--- src/hw/rtl/pwe_pkg.sv ---
`timescale 1ns / 1ps
// shared constants and types for the pid controller with error wrap
package pwe_pkg;

	// configuration register index
	localparam int CFG_IDX_W = 3;

	localparam logic [CFG_IDX_W-1:0] REG_GAIN_P    = 3'd0;
	localparam logic [CFG_IDX_W-1:0] REG_GAIN_I    = 3'd1;
	localparam logic [CFG_IDX_W-1:0] REG_GAIN_D    = 3'd2;
	localparam logic [CFG_IDX_W-1:0] REG_TARGET    = 3'd3;
	localparam logic [CFG_IDX_W-1:0] REG_WRAP_ON   = 3'd4;
	localparam logic [CFG_IDX_W-1:0] REG_WRAP_LOW  = 3'd5;
	localparam logic [CFG_IDX_W-1:0] REG_WRAP_HIGH = 3'd6;

	// reset values of the wrap bounds, truncated to the data width where used
	localparam logic signed [63:0] WRAP_LOW_RST  = -64'sd205887;
	localparam logic signed [63:0] WRAP_HIGH_RST = 64'sd205887;

	// multiplier digit width, bits of the second operand taken per cycle
	localparam int MUL_DIGIT_W = 8;

	typedef struct packed {
		logic busy;
		logic done;
	} pwe_unit_stat_t;

endpackage

--- src/hw/rtl/pwe_if.sv ---
`timescale 1ns / 1ps
// channel interfaces for measurement, drive and configuration
interface pwe_meas_if #(
	parameter int DATA_WIDTH = 32
) ();
	logic                         valid;
	logic                         ready;
	logic signed [DATA_WIDTH-1:0] measured_value;

	modport source (output valid, output measured_value, input ready);
	modport sink (input valid, input measured_value, output ready);
endinterface

interface pwe_drive_if #(
	parameter int DATA_WIDTH = 32
) ();
	logic                         valid;
	logic                         ready;
	logic signed [DATA_WIDTH-1:0] drive_value;

	modport source (output valid, output drive_value, input ready);
	modport sink (input valid, input drive_value, output ready);
endinterface

interface pwe_cfg_if #(
	parameter int DATA_WIDTH = 32
) ();
	logic                            valid;
	logic                            ready;
	logic [pwe_pkg::CFG_IDX_W-1:0]   index;
	logic [DATA_WIDTH-1:0]           data;

	modport source (output valid, output index, output data, input ready);
	modport sink (input valid, input index, input data, output ready);
endinterface

--- src/hw/rtl/pid_with_error_wrap_unit.sv ---
`timescale 1ns / 1ps
// pid controller top level: sequencer over a shared multiplier and remainder unit
// one measurement at a time; the remainder unit runs only when wrapping is on
// and the range is not empty (remainder unit: DATA_WIDTH+2 one-bit steps)
// the three products run one after another on the one multiplier
// next request taken the cycle after the drive is loaded
// arst_n clears the configuration registers, integrator and last measurement; wrap bounds reset to +-205887
module pid_with_error_wrap_unit #(
	parameter int DATA_WIDTH = 32,
	parameter int FRAC_BITS  = 16
) (
	input  logic        clk,
	input  logic        arst_n,
	pwe_meas_if.sink    measure,
	pwe_drive_if.source drive,
	pwe_cfg_if.sink     cfg
);
	import pwe_pkg::*;

	localparam int W = DATA_WIDTH;

	localparam logic [3:0] S_IDLE = 4'd0;
	localparam logic [3:0] S_PREP = 4'd1;
	localparam logic [3:0] S_DIV  = 4'd2;
	localparam logic [3:0] S_STI  = 4'd3;
	localparam logic [3:0] S_WI   = 4'd4;
	localparam logic [3:0] S_STP  = 4'd5;
	localparam logic [3:0] S_WP   = 4'd6;
	localparam logic [3:0] S_STD  = 4'd7;
	localparam logic [3:0] S_WD   = 4'd8;
	localparam logic [3:0] S_SUM  = 4'd9;
	localparam logic [3:0] S_OUT  = 4'd10;

	localparam logic signed [W+1:0] SAT_MAX = {3'b000, {(W-1){1'b1}}};
	localparam logic signed [W+1:0] SAT_MIN = {3'b111, {(W-1){1'b0}}};

	function automatic logic signed [W-1:0] sat_w(input logic signed [W+1:0] v);
		logic signed [W+1:0] c;
		c = v;
		if (v > SAT_MAX) c = SAT_MAX;
		if (v < SAT_MIN) c = SAT_MIN;
		return c[W-1:0];
	endfunction

	logic signed [W-1:0] gain_p, gain_i, gain_d, target, wrap_low, wrap_high;
	logic                wrap_on;

	logic [3:0]          state_q;
	logic signed [W:0]   err_q, dmeas_q;
	logic signed [W-1:0] prev_q, integ_q, p_q, d_q, total_q, drive_q;
	logic                wrap_go_q, drive_valid_q;

	logic                div_start, mul_start, in_acc, out_fire;
	pwe_unit_stat_t      div_stat, mul_stat;
	logic [W-1:0]        div_rem, wrap_span_w;
	logic signed [W:0]   err_n, dmeas_n, wrap_span, fold_err;
	logic signed [W+1:0] wrap_x, integ_sum, total_sum;
	logic signed [W:0]   mul_a;
	logic signed [W-1:0] mul_b, mul_res;

	pwe_regs #(.DATA_WIDTH(W)) u_regs (
		.clk       (clk),
		.arst_n    (arst_n),
		.we        (cfg.valid),
		.index     (cfg.index),
		.data      (cfg.data),
		.gain_p    (gain_p),
		.gain_i    (gain_i),
		.gain_d    (gain_d),
		.target    (target),
		.wrap_on   (wrap_on),
		.wrap_low  (wrap_low),
		.wrap_high (wrap_high)
	);

	assign cfg.ready     = 1'b1;
	assign measure.ready = (state_q == S_IDLE);
	assign in_acc        = measure.valid && (state_q == S_IDLE);
	assign out_fire      = (state_q == S_OUT) && (!drive_valid_q || drive.ready);

	assign err_n   = {target[W-1], target} - {measure.measured_value[W-1], measure.measured_value};
	assign dmeas_n = {prev_q[W-1], prev_q} - {measure.measured_value[W-1], measure.measured_value};

	// width of the wrap range is positive when used, fits W bits unsigned
	assign wrap_span   = {wrap_high[W-1], wrap_high} - {wrap_low[W-1], wrap_low};
	assign wrap_span_w = wrap_span[W-1:0];
	assign wrap_x      = {err_q[W], err_q} - {{2{wrap_low[W-1]}}, wrap_low};
	assign fold_err    = $signed({1'b0, div_rem}) + {wrap_low[W-1], wrap_low};

	assign integ_sum = {{2{integ_q[W-1]}}, integ_q} + {{2{mul_res[W-1]}}, mul_res};
	assign total_sum = {{2{p_q[W-1]}}, p_q} + {{2{integ_q[W-1]}}, integ_q}
		+ {{2{d_q[W-1]}}, d_q};

	assign div_start = (state_q == S_PREP) && wrap_go_q;
	assign mul_start = (state_q == S_STI) || (state_q == S_STP) || (state_q == S_STD);

	always_comb begin
		mul_a = err_q;
		mul_b = gain_d;
		unique case (state_q)
			S_STI: mul_b = gain_i;
			S_STP: mul_b = gain_p;
			S_STD: mul_a = dmeas_q;
			default: ;
		endcase
	end

	pwe_div #(.DATA_WIDTH(W)) u_div (
		.clk       (clk),
		.arst_n    (arst_n),
		.start     (div_start),
		.dividend  (wrap_x),
		.divisor   (wrap_span_w),
		.stat      (div_stat),
		.rem_floor (div_rem)
	);

	pwe_mul #(.DATA_WIDTH(W), .FRAC_BITS(FRAC_BITS)) u_mul (
		.clk    (clk),
		.arst_n (arst_n),
		.start  (mul_start),
		.a      (mul_a),
		.b      (mul_b),
		.stat   (mul_stat),
		.result (mul_res)
	);

	// sequencer and controller state
	always_ff @(posedge clk or negedge arst_n) begin
		if (!arst_n) begin
			state_q       <= S_IDLE;
			drive_valid_q <= 1'b0;
			integ_q       <= '0;
			prev_q        <= '0;
			wrap_go_q     <= 1'b0;
		end else begin
			if (out_fire) begin
				drive_valid_q <= 1'b1;
			end else if (drive.ready) begin
				drive_valid_q <= 1'b0;
			end
			unique case (state_q)
				S_IDLE: begin
					if (in_acc) begin
						prev_q    <= measure.measured_value;
						wrap_go_q <= wrap_on && (wrap_high > wrap_low);
						state_q   <= S_PREP;
					end
				end
				S_PREP: state_q <= wrap_go_q ? S_DIV : S_STI;
				S_DIV: begin
					if (div_stat.done) state_q <= S_STI;
				end
				S_STI: state_q <= S_WI;
				S_WI: begin
					if (mul_stat.done) begin
						integ_q <= sat_w(integ_sum);
						state_q <= S_STP;
					end
				end
				S_STP: state_q <= S_WP;
				S_WP: begin
					if (mul_stat.done) state_q <= S_STD;
				end
				S_STD: state_q <= S_WD;
				S_WD: begin
					if (mul_stat.done) state_q <= S_SUM;
				end
				S_SUM: state_q <= S_OUT;
				S_OUT: begin
					if (out_fire) state_q <= S_IDLE;
				end
				default: state_q <= S_IDLE;
			endcase
		end
	end

	always_ff @(posedge clk) begin
		if (in_acc) begin
			err_q   <= err_n;
			dmeas_q <= dmeas_n;
		end
		if (state_q == S_DIV && div_stat.done) begin
			err_q <= fold_err;
		end
		if (state_q == S_WP && mul_stat.done) begin
			p_q <= mul_res;
		end
		if (state_q == S_WD && mul_stat.done) begin
			d_q <= mul_res;
		end
		if (state_q == S_SUM) begin
			total_q <= sat_w(total_sum);
		end
		if (out_fire) begin
			drive_q <= total_q;
		end
	end

	assign drive.valid       = drive_valid_q;
	assign drive.drive_value = drive_q;

endmodule

--- src/hw/rtl/pwe_regs.sv ---
`timescale 1ns / 1ps
// configuration register file
module pwe_regs #(
	parameter int DATA_WIDTH = 32
) (
	input  logic                            clk,
	input  logic                            arst_n,
	input  logic                            we,
	input  logic [pwe_pkg::CFG_IDX_W-1:0]   index,
	input  logic [DATA_WIDTH-1:0]           data,
	output logic signed [DATA_WIDTH-1:0]    gain_p,
	output logic signed [DATA_WIDTH-1:0]    gain_i,
	output logic signed [DATA_WIDTH-1:0]    gain_d,
	output logic signed [DATA_WIDTH-1:0]    target,
	output logic                            wrap_on,
	output logic signed [DATA_WIDTH-1:0]    wrap_low,
	output logic signed [DATA_WIDTH-1:0]    wrap_high
);
	import pwe_pkg::*;

	logic signed [DATA_WIDTH-1:0] gain_p_q, gain_i_q, gain_d_q, target_q;
	logic signed [DATA_WIDTH-1:0] wrap_low_q, wrap_high_q;
	logic                         wrap_on_q;

	always_ff @(posedge clk or negedge arst_n) begin
		if (!arst_n) begin
			gain_p_q    <= '0;
			gain_i_q    <= '0;
			gain_d_q    <= '0;
			target_q    <= '0;
			wrap_on_q   <= 1'b0;
			wrap_low_q  <= WRAP_LOW_RST[DATA_WIDTH-1:0];
			wrap_high_q <= WRAP_HIGH_RST[DATA_WIDTH-1:0];
		end else if (we) begin
			unique case (index)
				REG_GAIN_P:    gain_p_q    <= data;
				REG_GAIN_I:    gain_i_q    <= data;
				REG_GAIN_D:    gain_d_q    <= data;
				REG_TARGET:    target_q    <= data;
				REG_WRAP_ON:   wrap_on_q   <= data[0];
				REG_WRAP_LOW:  wrap_low_q  <= data;
				REG_WRAP_HIGH: wrap_high_q <= data;
				default: ;
			endcase
		end
	end

	assign gain_p    = gain_p_q;
	assign gain_i    = gain_i_q;
	assign gain_d    = gain_d_q;
	assign target    = target_q;
	assign wrap_on   = wrap_on_q;
	assign wrap_low  = wrap_low_q;
	assign wrap_high = wrap_high_q;

endmodule

--- src/hw/rtl/pwe_div.sv ---
`timescale 1ns / 1ps
// bit-serial floored remainder unit for the error wrap
module pwe_div #(
	parameter int DATA_WIDTH = 32
) (
	input  logic                           clk,
	input  logic                           arst_n,
	input  logic                           start,
	input  logic signed [DATA_WIDTH+1:0]   dividend,
	input  logic [DATA_WIDTH-1:0]          divisor,
	output pwe_pkg::pwe_unit_stat_t        stat,
	output logic [DATA_WIDTH-1:0]          rem_floor
);
	import pwe_pkg::*;

	localparam int STEPS = DATA_WIDTH + 2;
	localparam int CNT_W = $clog2(STEPS + 1);

	logic                  busy_q, fin_q, done_q;
	logic [CNT_W-1:0]      cnt_q;
	logic [DATA_WIDTH+1:0] dvd_q;
	logic [DATA_WIDTH-1:0] dsr_q, rem_q, res_q;
	logic                  neg_q;

	logic [DATA_WIDTH+1:0] dvd_mag;
	logic [DATA_WIDTH:0]   trial, trial_sub;

	assign dvd_mag   = dividend[DATA_WIDTH+1] ? (~dividend + 1'b1) : dividend;
	assign trial     = {rem_q, dvd_q[DATA_WIDTH+1]};
	assign trial_sub = trial - {1'b0, dsr_q};

	always_ff @(posedge clk or negedge arst_n) begin
		if (!arst_n) begin
			busy_q <= 1'b0;
			fin_q  <= 1'b0;
			done_q <= 1'b0;
			cnt_q  <= '0;
		end else begin
			done_q <= fin_q;
			fin_q  <= 1'b0;
			if (start) begin
				busy_q <= 1'b1;
				cnt_q  <= '0;
			end else if (busy_q) begin
				cnt_q <= cnt_q + 1'b1;
				if (cnt_q == CNT_W'(STEPS - 1)) begin
					busy_q <= 1'b0;
					fin_q  <= 1'b1;
				end
			end
		end
	end

	always_ff @(posedge clk) begin
		if (start) begin
			dvd_q <= dvd_mag;
			dsr_q <= divisor;
			neg_q <= dividend[DATA_WIDTH+1];
			rem_q <= '0;
		end else if (busy_q) begin
			dvd_q <= {dvd_q[DATA_WIDTH:0], 1'b0};
			// restoring step, remainder stays below the divisor
			if (trial >= {1'b0, dsr_q}) begin
				rem_q <= trial_sub[DATA_WIDTH-1:0];
			end else begin
				rem_q <= trial[DATA_WIDTH-1:0];
			end
		end
		if (fin_q) begin
			// floor toward minus infinity for a negative dividend
			res_q <= (neg_q && rem_q != '0) ? (dsr_q - rem_q) : rem_q;
		end
	end

	assign stat.busy = busy_q | fin_q;
	assign stat.done = done_q;
	assign rem_floor = res_q;

endmodule

--- src/hw/rtl/pwe_mul.sv ---
`timescale 1ns / 1ps
// digit-serial fixed-point multiplier with floor shift and saturation
module pwe_mul #(
	parameter int DATA_WIDTH = 32,
	parameter int FRAC_BITS  = 16
) (
	input  logic                          clk,
	input  logic                          arst_n,
	input  logic                          start,
	input  logic signed [DATA_WIDTH:0]    a,
	input  logic signed [DATA_WIDTH-1:0]  b,
	output pwe_pkg::pwe_unit_stat_t       stat,
	output logic signed [DATA_WIDTH-1:0]  result
);
	import pwe_pkg::*;

	localparam int NCH   = (DATA_WIDTH + MUL_DIGIT_W - 1) / MUL_DIGIT_W;
	localparam int BP    = NCH * MUL_DIGIT_W;
	localparam int PW    = DATA_WIDTH + 1 + BP;
	localparam int QW    = ((PW - FRAC_BITS) > DATA_WIDTH ? (PW - FRAC_BITS) : DATA_WIDTH) + 1;
	localparam int CNT_W = $clog2(NCH + 1);

	logic                          busy_q, fin_q, done_q;
	logic [CNT_W-1:0]              cnt_q;
	logic [DATA_WIDTH:0]           ua_q;
	logic [BP-1:0]                 ub_q;
	logic [PW-1:0]                 acc_q;
	logic                          neg_q;
	logic signed [DATA_WIDTH-1:0]  res_q;

	logic [DATA_WIDTH:0]             a_mag;
	logic [DATA_WIDTH-1:0]           b_mag;
	logic [DATA_WIDTH+MUL_DIGIT_W:0] part;
	logic [QW-1:0]                   q_inc, q_lim, q_sat;
	logic [DATA_WIDTH-1:0]           q_w;
	logic                            frac_nz;

	assign a_mag = a[DATA_WIDTH] ? (~a + 1'b1) : a;
	assign b_mag = b[DATA_WIDTH-1] ? (~b + 1'b1) : b;
	assign part  = ua_q * ub_q[BP-1 -: MUL_DIGIT_W];

	// floor of the shifted product: magnitude rounds up when negative and inexact
	assign frac_nz = acc_q[FRAC_BITS-1:0] != '0;
	assign q_inc   = QW'(acc_q[PW-1:FRAC_BITS]) + QW'(neg_q && frac_nz);
	assign q_lim   = neg_q ? (QW'(1) << (DATA_WIDTH - 1)) : ((QW'(1) << (DATA_WIDTH - 1)) - 1'b1);
	assign q_sat   = (q_inc > q_lim) ? q_lim : q_inc;
	assign q_w     = q_sat[DATA_WIDTH-1:0];

	always_ff @(posedge clk or negedge arst_n) begin
		if (!arst_n) begin
			busy_q <= 1'b0;
			fin_q  <= 1'b0;
			done_q <= 1'b0;
			cnt_q  <= '0;
		end else begin
			done_q <= fin_q;
			fin_q  <= 1'b0;
			if (start) begin
				busy_q <= 1'b1;
				cnt_q  <= '0;
			end else if (busy_q) begin
				cnt_q <= cnt_q + 1'b1;
				if (cnt_q == CNT_W'(NCH - 1)) begin
					busy_q <= 1'b0;
					fin_q  <= 1'b1;
				end
			end
		end
	end

	always_ff @(posedge clk) begin
		if (start) begin
			ua_q  <= a_mag;
			ub_q  <= BP'(b_mag);
			neg_q <= a[DATA_WIDTH] ^ b[DATA_WIDTH-1];
			acc_q <= '0;
		end else if (busy_q) begin
			// most significant digit first
			acc_q <= {acc_q[PW-MUL_DIGIT_W-1:0], {MUL_DIGIT_W{1'b0}}} + PW'(part);
			ub_q  <= {ub_q[BP-MUL_DIGIT_W-1:0], {MUL_DIGIT_W{1'b0}}};
		end
		if (fin_q) begin
			res_q <= neg_q ? (~q_w + 1'b1) : q_w;
		end
	end

	assign stat.busy = busy_q | fin_q;
	assign stat.done = done_q;
	assign result    = res_q;

endmodule

--- src/flat_wrapper.sv ---
// flat-port wrapper written by rule: the top's interface ports become plain ports
module pid_with_error_wrap_unit_flat import pwe_pkg::*;
#(
	parameter int DATA_WIDTH = 32,
	parameter int FRAC_BITS  = 16
)
  (clk, arst_n, measure_valid, measure_measured_value, measure_ready, drive_valid, drive_drive_value, drive_ready, cfg_valid, cfg_index, cfg_data, cfg_ready);
  pwe_meas_if #(.DATA_WIDTH(DATA_WIDTH)) measure_i ();
  pwe_drive_if #(.DATA_WIDTH(DATA_WIDTH)) drive_i ();
  pwe_cfg_if #(.DATA_WIDTH(DATA_WIDTH)) cfg_i ();
  input  logic clk;
  input  logic arst_n;
  input wire logic [$bits(measure_i.valid)-1:0] measure_valid;
  input wire logic [$bits(measure_i.measured_value)-1:0] measure_measured_value;
  output wire logic [$bits(measure_i.ready)-1:0] measure_ready;
  output wire logic [$bits(drive_i.valid)-1:0] drive_valid;
  output wire logic [$bits(drive_i.drive_value)-1:0] drive_drive_value;
  input wire logic [$bits(drive_i.ready)-1:0] drive_ready;
  input wire logic [$bits(cfg_i.valid)-1:0] cfg_valid;
  input wire logic [$bits(cfg_i.index)-1:0] cfg_index;
  input wire logic [$bits(cfg_i.data)-1:0] cfg_data;
  output wire logic [$bits(cfg_i.ready)-1:0] cfg_ready;
  assign measure_i.valid = measure_valid;
  assign measure_i.measured_value = measure_measured_value;
  assign measure_ready = measure_i.ready;
  assign drive_valid = drive_i.valid;
  assign drive_drive_value = drive_i.drive_value;
  assign drive_i.ready = drive_ready;
  assign cfg_i.valid = cfg_valid;
  assign cfg_i.index = cfg_index;
  assign cfg_i.data = cfg_data;
  assign cfg_ready = cfg_i.ready;
  pid_with_error_wrap_unit #(.DATA_WIDTH(DATA_WIDTH), .FRAC_BITS(FRAC_BITS)) u_core (.clk(clk), .arst_n(arst_n), .measure(measure_i), .drive(drive_i), .cfg(cfg_i));
endmodule
--- config.mk ---
export PLATFORM = sky130hd
export DESIGN_NAME = pid_with_error_wrap_unit_flat
export DESIGN_NICKNAME = d
export VERILOG_FILES = /design/src/hw/rtl/pwe_pkg.sv /design/src/hw/rtl/pwe_if.sv /design/src/hw/rtl/pid_with_error_wrap_unit.sv /design/src/hw/rtl/pwe_regs.sv /design/src/hw/rtl/pwe_div.sv /design/src/hw/rtl/pwe_mul.sv /design/src/flat_wrapper.sv
export SDC_FILE = /design/constraint.sdc
export NUM_CORES = 2
export LEC_CHECK = 0
export BUFFER_PORTS_ARGS = -buffer_cell sky130_fd_sc_hd__buf_2
export CAP_MARGIN = 10
export CORE_MARGIN = 1
export CORE_UTILIZATION = 36
export CTS_BUF_LIST = sky130_fd_sc_hd__clkbuf_2
export DETAILED_ROUTE_END_ITERATION = 10
export PLACE_DENSITY = 0.53
export SYNTH_ARGS = -nofsm -noshare
export SYNTH_HDL_FRONTEND = slang
export SYNTH_SLANG_ARGS = --single-unit
--- constraint.sdc ---
create_clock -name clk -period 13.9 [get_ports clk]
set_input_delay 2.78 -clock clk [delete_from_list [all_inputs] [get_ports clk]]
set_output_delay 2.78 -clock clk [all_outputs]
set_load 0.02 [all_outputs]
== After elaboration in Yosys (flattened, before gate mapping) ==
Index checks and enable logic that the tools add are counted.

* Add/sub/neg operators: 18
* $mul: 1
* Divide/modulo/power cells: 0
* Order comparisons: 7
* Equal/unequal tests: 24
* Shift-type cells: 0
* Mux-type cells: 45
* Bitwise gates (word level): 5
* Reductions and logical operators: 31

{| class="wikitable"
|+ Operator list
! kind !! number
|-
| $mux 32 || 12
|-
| $mux 34 || 3
|-
| $mux 33 || 3
|-
| $sub 32x32->32 || 3
|-
| $add 32x32->33 || 2
|-
| $sub 32x32->33 || 2
|-
| $add 65x41->65 || 1
|-
| $add 32x1->32 const B || 2
|-
| $not 32->32 || 2
|-
| $pmux 32 s2 || 1
|-
| $add 49x1->50 || 1
|-
| $gt 50x32->1 || 1
|-
| $pmux 4 s11 || 1
|-
| $mul 33x8->41 || 1
|-
| $add 33x32->34 || 1
|-
| $add 34x1->34 const B || 1
|-
| $gt 34x32->1 const B || 1
|-
| $lt 34x32->1 const B || 1
|-
| $not 34->34 || 1
|-
| $sub 33x32->34 || 1
|-
| $add 32x33->33 || 1
|-
| $add 33x1->33 const B || 1
|-
| $ge 33x32->1 || 1
|-
| $gt 33x32->1 const B || 1
|-
| other kinds (30) || 86
|}

* Bits in registers: 766
* Bits in latches: 0
* Bits in writable memories: 0
* Bits in read-only memories: 0
* Bits of input ports: 72
* Output and inout bits: 35
* Logic and storage cells: 168
* Memories kept: 0

== Longest topological paths before layout ==
* Depth after elaboration: 8
* Gate-level depth with buffers: 30
* Mapped depth without buffers: 27

== By module ==
Synthesis repeated with hierarchy kept, for this count alone.

* Cell total of the unflattened synthesis: 6006
* Area, all modules: 58164.5 um^2

{| class="wikitable"
|+ Modules (own cells, without submodules)
! module !! instances !! cells each !! area each (um^2)
|-
| pid_with_error_wrap_unit || 1 || 2344 || 21714.6
|-
| pwe_mul || 1 || 2127 || 19220.9
|-
| pwe_div || 1 || 1118 || 9962.1
|-
| pwe_regs || 1 || 417 || 7267.0
|}

== Worst setup path before layout ==
Ideal clock, no wire load.

* Kind: reg-to-reg
* Start point: register u_core.u_mul.neg_q
* End point: register u_core.u_mul.res_q[24] (netlist: u_core.u_mul.result[24]) (data pin)
* Data arrival time: 6598 ps
* Required time: 13624 ps
* Path slack: 7026 ps
* Cell stages (with the launch flop): 31
* Buffers on the path: 4
* Cell sequence: edfxtp_1 > inv_1 > clkbuf_1 > a41oi_1 > ha_1 > nand2_1 > or4_1 > or3_1 > clkbuf_1 > nor2_1 > xnor2_1 > inv_1 > ha_1 > a21o_1 > a21o_1 > a21oi_1 > o21ai_0 > nor3_1 > a21oi_1 > nor4_2 > buf_4 > nor2_1 > a21oi_1 > ha_1 > clkbuf_1 > inv_1 > or4_1 > a21oi_1 > nand2_1 > o22ai_1 > a22oi_1

* Word-level cells in the longest chain between the ends: 7

{| class="wikitable"
|+ RTL lines
! item !! line !! source
|-
| start: declaration || pwe_mul.sv:28 || <nowiki>logic neg_q;</nowiki>
|-
| start signal: assignment || pwe_mul.sv:75 || <nowiki>neg_q <= a[DATA_WIDTH] ^ b[DATA_WIDTH-1];</nowiki>
|-
| $logic_and 1x1->1 || pwe_mul.sv:44 || <nowiki>assign q_inc = QW'(acc_q[PW-1:FRAC_BITS]) + QW'(neg_q && frac_nz);</nowiki>
|-
| $add 49x1->50 || pwe_mul.sv:44 ||
|-
| $gt 50x32->1 || pwe_mul.sv:46 || <nowiki>assign q_sat = (q_inc > q_lim) ? q_lim : q_inc;</nowiki>
|-
| $mux 32 || pwe_mul.sv:46 ||
|-
| $not 32->32 || pwe_mul.sv:83 || <nowiki>res_q <= neg_q ? (~q_w + 1'b1) : q_w;</nowiki>
|-
| $add 32x1->32 || pwe_mul.sv:83 ||
|-
| $mux 32 (*) || pwe_mul.sv:83 ||
|-
| end signal: assignment || pwe_mul.sv:83 ||
|-
| end: declaration || pwe_mul.sv:29 || <nowiki>logic signed [DATA_WIDTH-1:0] res_q;</nowiki>
|}

Mark *: on every way between the ends. The rest lies on a longest branch, timed or not.
A chain may end at the register's enable or synchronous reset.

== Worst setup path after layout ==
Ends and elaborated chain as after synthesis.

==> flow_summary.yaml <==
global_routing:
  track_usage_pct: 20.7
  grt_pass1_vias: 44200
  antenna_found_initial: 10
  grt_max_degree: 161
  overflow: 0
  grt_first_pass_wirelength_mm: 260
timing:
  max_freq_ghz: 0.123
  rsz0062_at_grt: "no"
  finalCriticalPeriod_ns: 8.14
  final.period_utilization_pct: 58.6
  finalSetupTns_ns: 0
  finalMaxSlewViolations: 0
  setup_violations: 0
  maxSlewHeadroom_pct: 23.2
  worst_slack_ns: 5.76
  clock-skew-final_ns: 0.211
  finalHoldViolations: 0
  worstMarginPinSlew_ns: 1.15
  whs_ns: 0.410
layout:
  area_delta_synth_final_pct: 8.52
  final_layout_size_suffix_gt1_share_pct: 12.7
  multi_input_area_um2: 34600
  seqCellArea_um2: 20700
  stdcell_count: 8459
  fillers: 16000
  fin_nets: 6913
hold_path:
  hp-class: "reg -> reg"
  hold-path-endpoint: "u_core.u_mul.ub_q[15]"
  hp-start: "u_core.u_mul.ub_q[7]"
  whs_path_depth: 2
floorplan:
  start_util_pct: 36.4
  num_rows: 146
  fp.coreArea_um2: 159000
  die_h_um: 402
  ios: 107
  die-area_um2: 162000
  die_x_um: 402
logic_synthesis:
  synth-seq-cells: 766
  ys_warn_count: 0
  synth_nets: 6754
  synth-main-ff-cell: "edfxtp_1"
  synth_area_um2: 57700
  ys_seq_area_share_pct: 35.8
  synthArstFlopShare_pct: 36.3
  synth_edf_count: 391
  synth_cell_types: 99
  syn_area_per_cell_um2: 9.58
  syn_inst: 6025
placement:
  portBuffers: 105
  hpwl_mm: 130
  pre_cts_slack_ns: 5.78
  place_congestion: 0.909
  dp_cells: 8035
run:
  cap_violations: 0
worst_setup_path:
  crit_path_start_kind: "register"
  critPathCaptureType: "register"
  path_class: "reg -> reg"
  path_max_fanout: 50
  arrival_ns: 9.47
  rr_startpoint: "u_core.u_mul.neg_q"
  r2r_slack_ns: 5.76
  r2r_end: "u_core.u_mul.result[24]"
  required_ns: 15.23
  reg2regPathDepth: 25
detailed_routing:
  dr.pass1.iters: 5
  dr.first_iter.drc_count: 3326
  ant_nets: 0
  vias: 45500
  drc: 0
  wl_mm: 170
  wire_per_inst_um: 20.1
  viasPerCell: 5.38
clocking:
  clock_latency_ns: 1.73
  clock_sinks: 766
  cts-root-buf: "clkbuf_2"
  post_cts_buffers: 0
  postCtsHoldBufs: 0
  path_clk_slew_ns: 0.11
  htree_levels: 4
  cts_resized: 0
  clockBufferDepth: 3
  cts_tree: "yes"
  cts_buffers: 219
status:
  outcome: "completed"
[worst max-delay path, stage by stage, from the launching register on]
cell      delay, ns
edfxtp_1       0.47
inv_1          0.33
a41oi_1        0.52
ha_1           0.32
ha_1           0.28
nand4_1        0.29
or4_1          0.67
or3_1          0.39
xnor2_1        0.50
ha_1           0.36
a21o_1         0.16
a21oi_1        0.27
o31ai_1        0.13
nor3_1         0.14
a21oi_1        0.16
nor4_4         0.26
buf_4          0.44
nor2_1         0.18
a21oi_1        0.23
ha_1           0.36
inv_1          0.23
or4_1          0.58
a21oi_1        0.24
nand2_1        0.08
o22ai_1        0.13
a22oi_1        0.11
[layer usage]
| layer | routed length (um) | GRT usage [%] | share of wire (%) |
|---|---|---|---|
| met1 | 78800 | 28.4 | 46 |
| met2 | 75400 | 32.1 | 44 |
| met3 | 10100 | 4.02 | 5.9 |
| met4 | 5860 | 7.97 | 3.4 |
| met5 | 24 | 0 | 0.014 |
[layout make-up]
| type | instances | share of cell area [%] |
|---|---|---|
| clock buffers | 329 | 2.63 |
| flip-flops and latches | 766 | 33.0 |
| multi-input cells | 4584 | 55.2 |
| repair buffers | 162 | 1.56 |
| well taps | 2072 | 4.14 |
| diodes | 12 | 0.0479 |
| clock inverters | 83 | 0.719 |
| inverters | 451 | 2.70 |
[worst max-delay path by stage]
stage / from / end / slack, ns / depth (start not counted)
2_1_floorplan: u_core.u_mul.neg_q / u_core.u_mul.result[24] / 7.03 / 30
3_3_place_gp: u_core.u_mul.neg_q / u_core.u_mul.result[24] / 5.76 / 25
3_5_place_dp: u_core.u_mul.neg_q / u_core.u_mul.result[24] / 5.78 / 25
4_1_cts: u_core.u_mul.neg_q / u_core.u_mul.result[24] / 5.74 / 25
5_1_grt: u_core.u_mul.neg_q / u_core.u_mul.result[24] / 5.04 / 27
6_report: u_core.u_mul.neg_q / u_core.u_mul.result[24] / 5.76 / 25
[stage by stage]
stage	cell area, um2	util, %
6_report	62700	39.5
5_1_grt	62600	39.5
3_3_place_gp	60500	38.1
3_5_place_dp	60500	38.1
2_1_floorplan	57700	-
4_1_cts	62600	39.5
[synth_stat cells, drive strengths merged (47+ instances only)]
library cell | count | area share (%)
nor2 | 387 | 2.5
dfrtp | 245 | 11
nand2b | 74 | 0.81
clkbuf | 188 | 1.2
nand4 | 56 | 0.61
fa | 259 | 9.0
edfxtp | 391 | 20
xnor2 | 226 | 3.4
mux2i | 64 | 1.1
mux2 | 193 | 3.8
and2 | 159 | 1.7
a21oi | 411 | 3.6
nor2b | 50 | 0.54
a31oi | 47 | 0.51
ha | 398 | 8.6
dfxtp | 97 | 3.4
a21o | 157 | 2.0
a211oi | 53 | 0.70
o21ai | 449 | 3.9
nand2 | 574 | 3.7
nor3 | 116 | 1.0
inv | 451 | 2.9
o21a | 55 | 0.72
xor2 | 177 | 2.7
nand3 | 105 | 0.92
[cell families (layout without fill, tap and decap cells)]
group,Yosys count,in the layout,share of synthesized area [%]
XOR/XNOR,403,403,6.11
other,1,13,0.00649
flip-flops,766,766,35.8
AND/OR/NAND/NOR,1745,1745,14.6
AO/OA/AOI/OAI,1520,1520,16.5
adder cells (fa/ha/maj),658,658,17.6
multiplexers,257,257,4.87
buffers and inverters,675,1025,4.46
[registers in the layout, indices dropped and copies added, names as in the netlist, 33 cells and up]
| signal | count |
|---|---|
| u_core.u_mul.acc_q | 65 |
| u_core.err_q | 33 |
| u_core.dmeas_q | 33 |
| u_core.u_mul.ua_q | 33 |
| u_core.u_div.dvd_q | 34 |
[layout by cell type, fill, tap and decap left out, drive strengths merged, types with 56 or more instances in the layout]
cell type and n:
fa 259, a21oi 411, a21o 157, and2 159, dfxtp 97, nor3 116
dfrtp 245, xor2 177, nand4 56, clkbuf 329, edfxtp 391, mux2i 64
mux2 193, xnor2 226, clkinv 73, nand3 105, ha 398, inv 459
o21ai 449, buf 162, nor2 387, nand2 574, nand2b 74
Power is not shown: default switching activity piles up to over one toggle a cycle in this logic, so the estimate is an artifact.
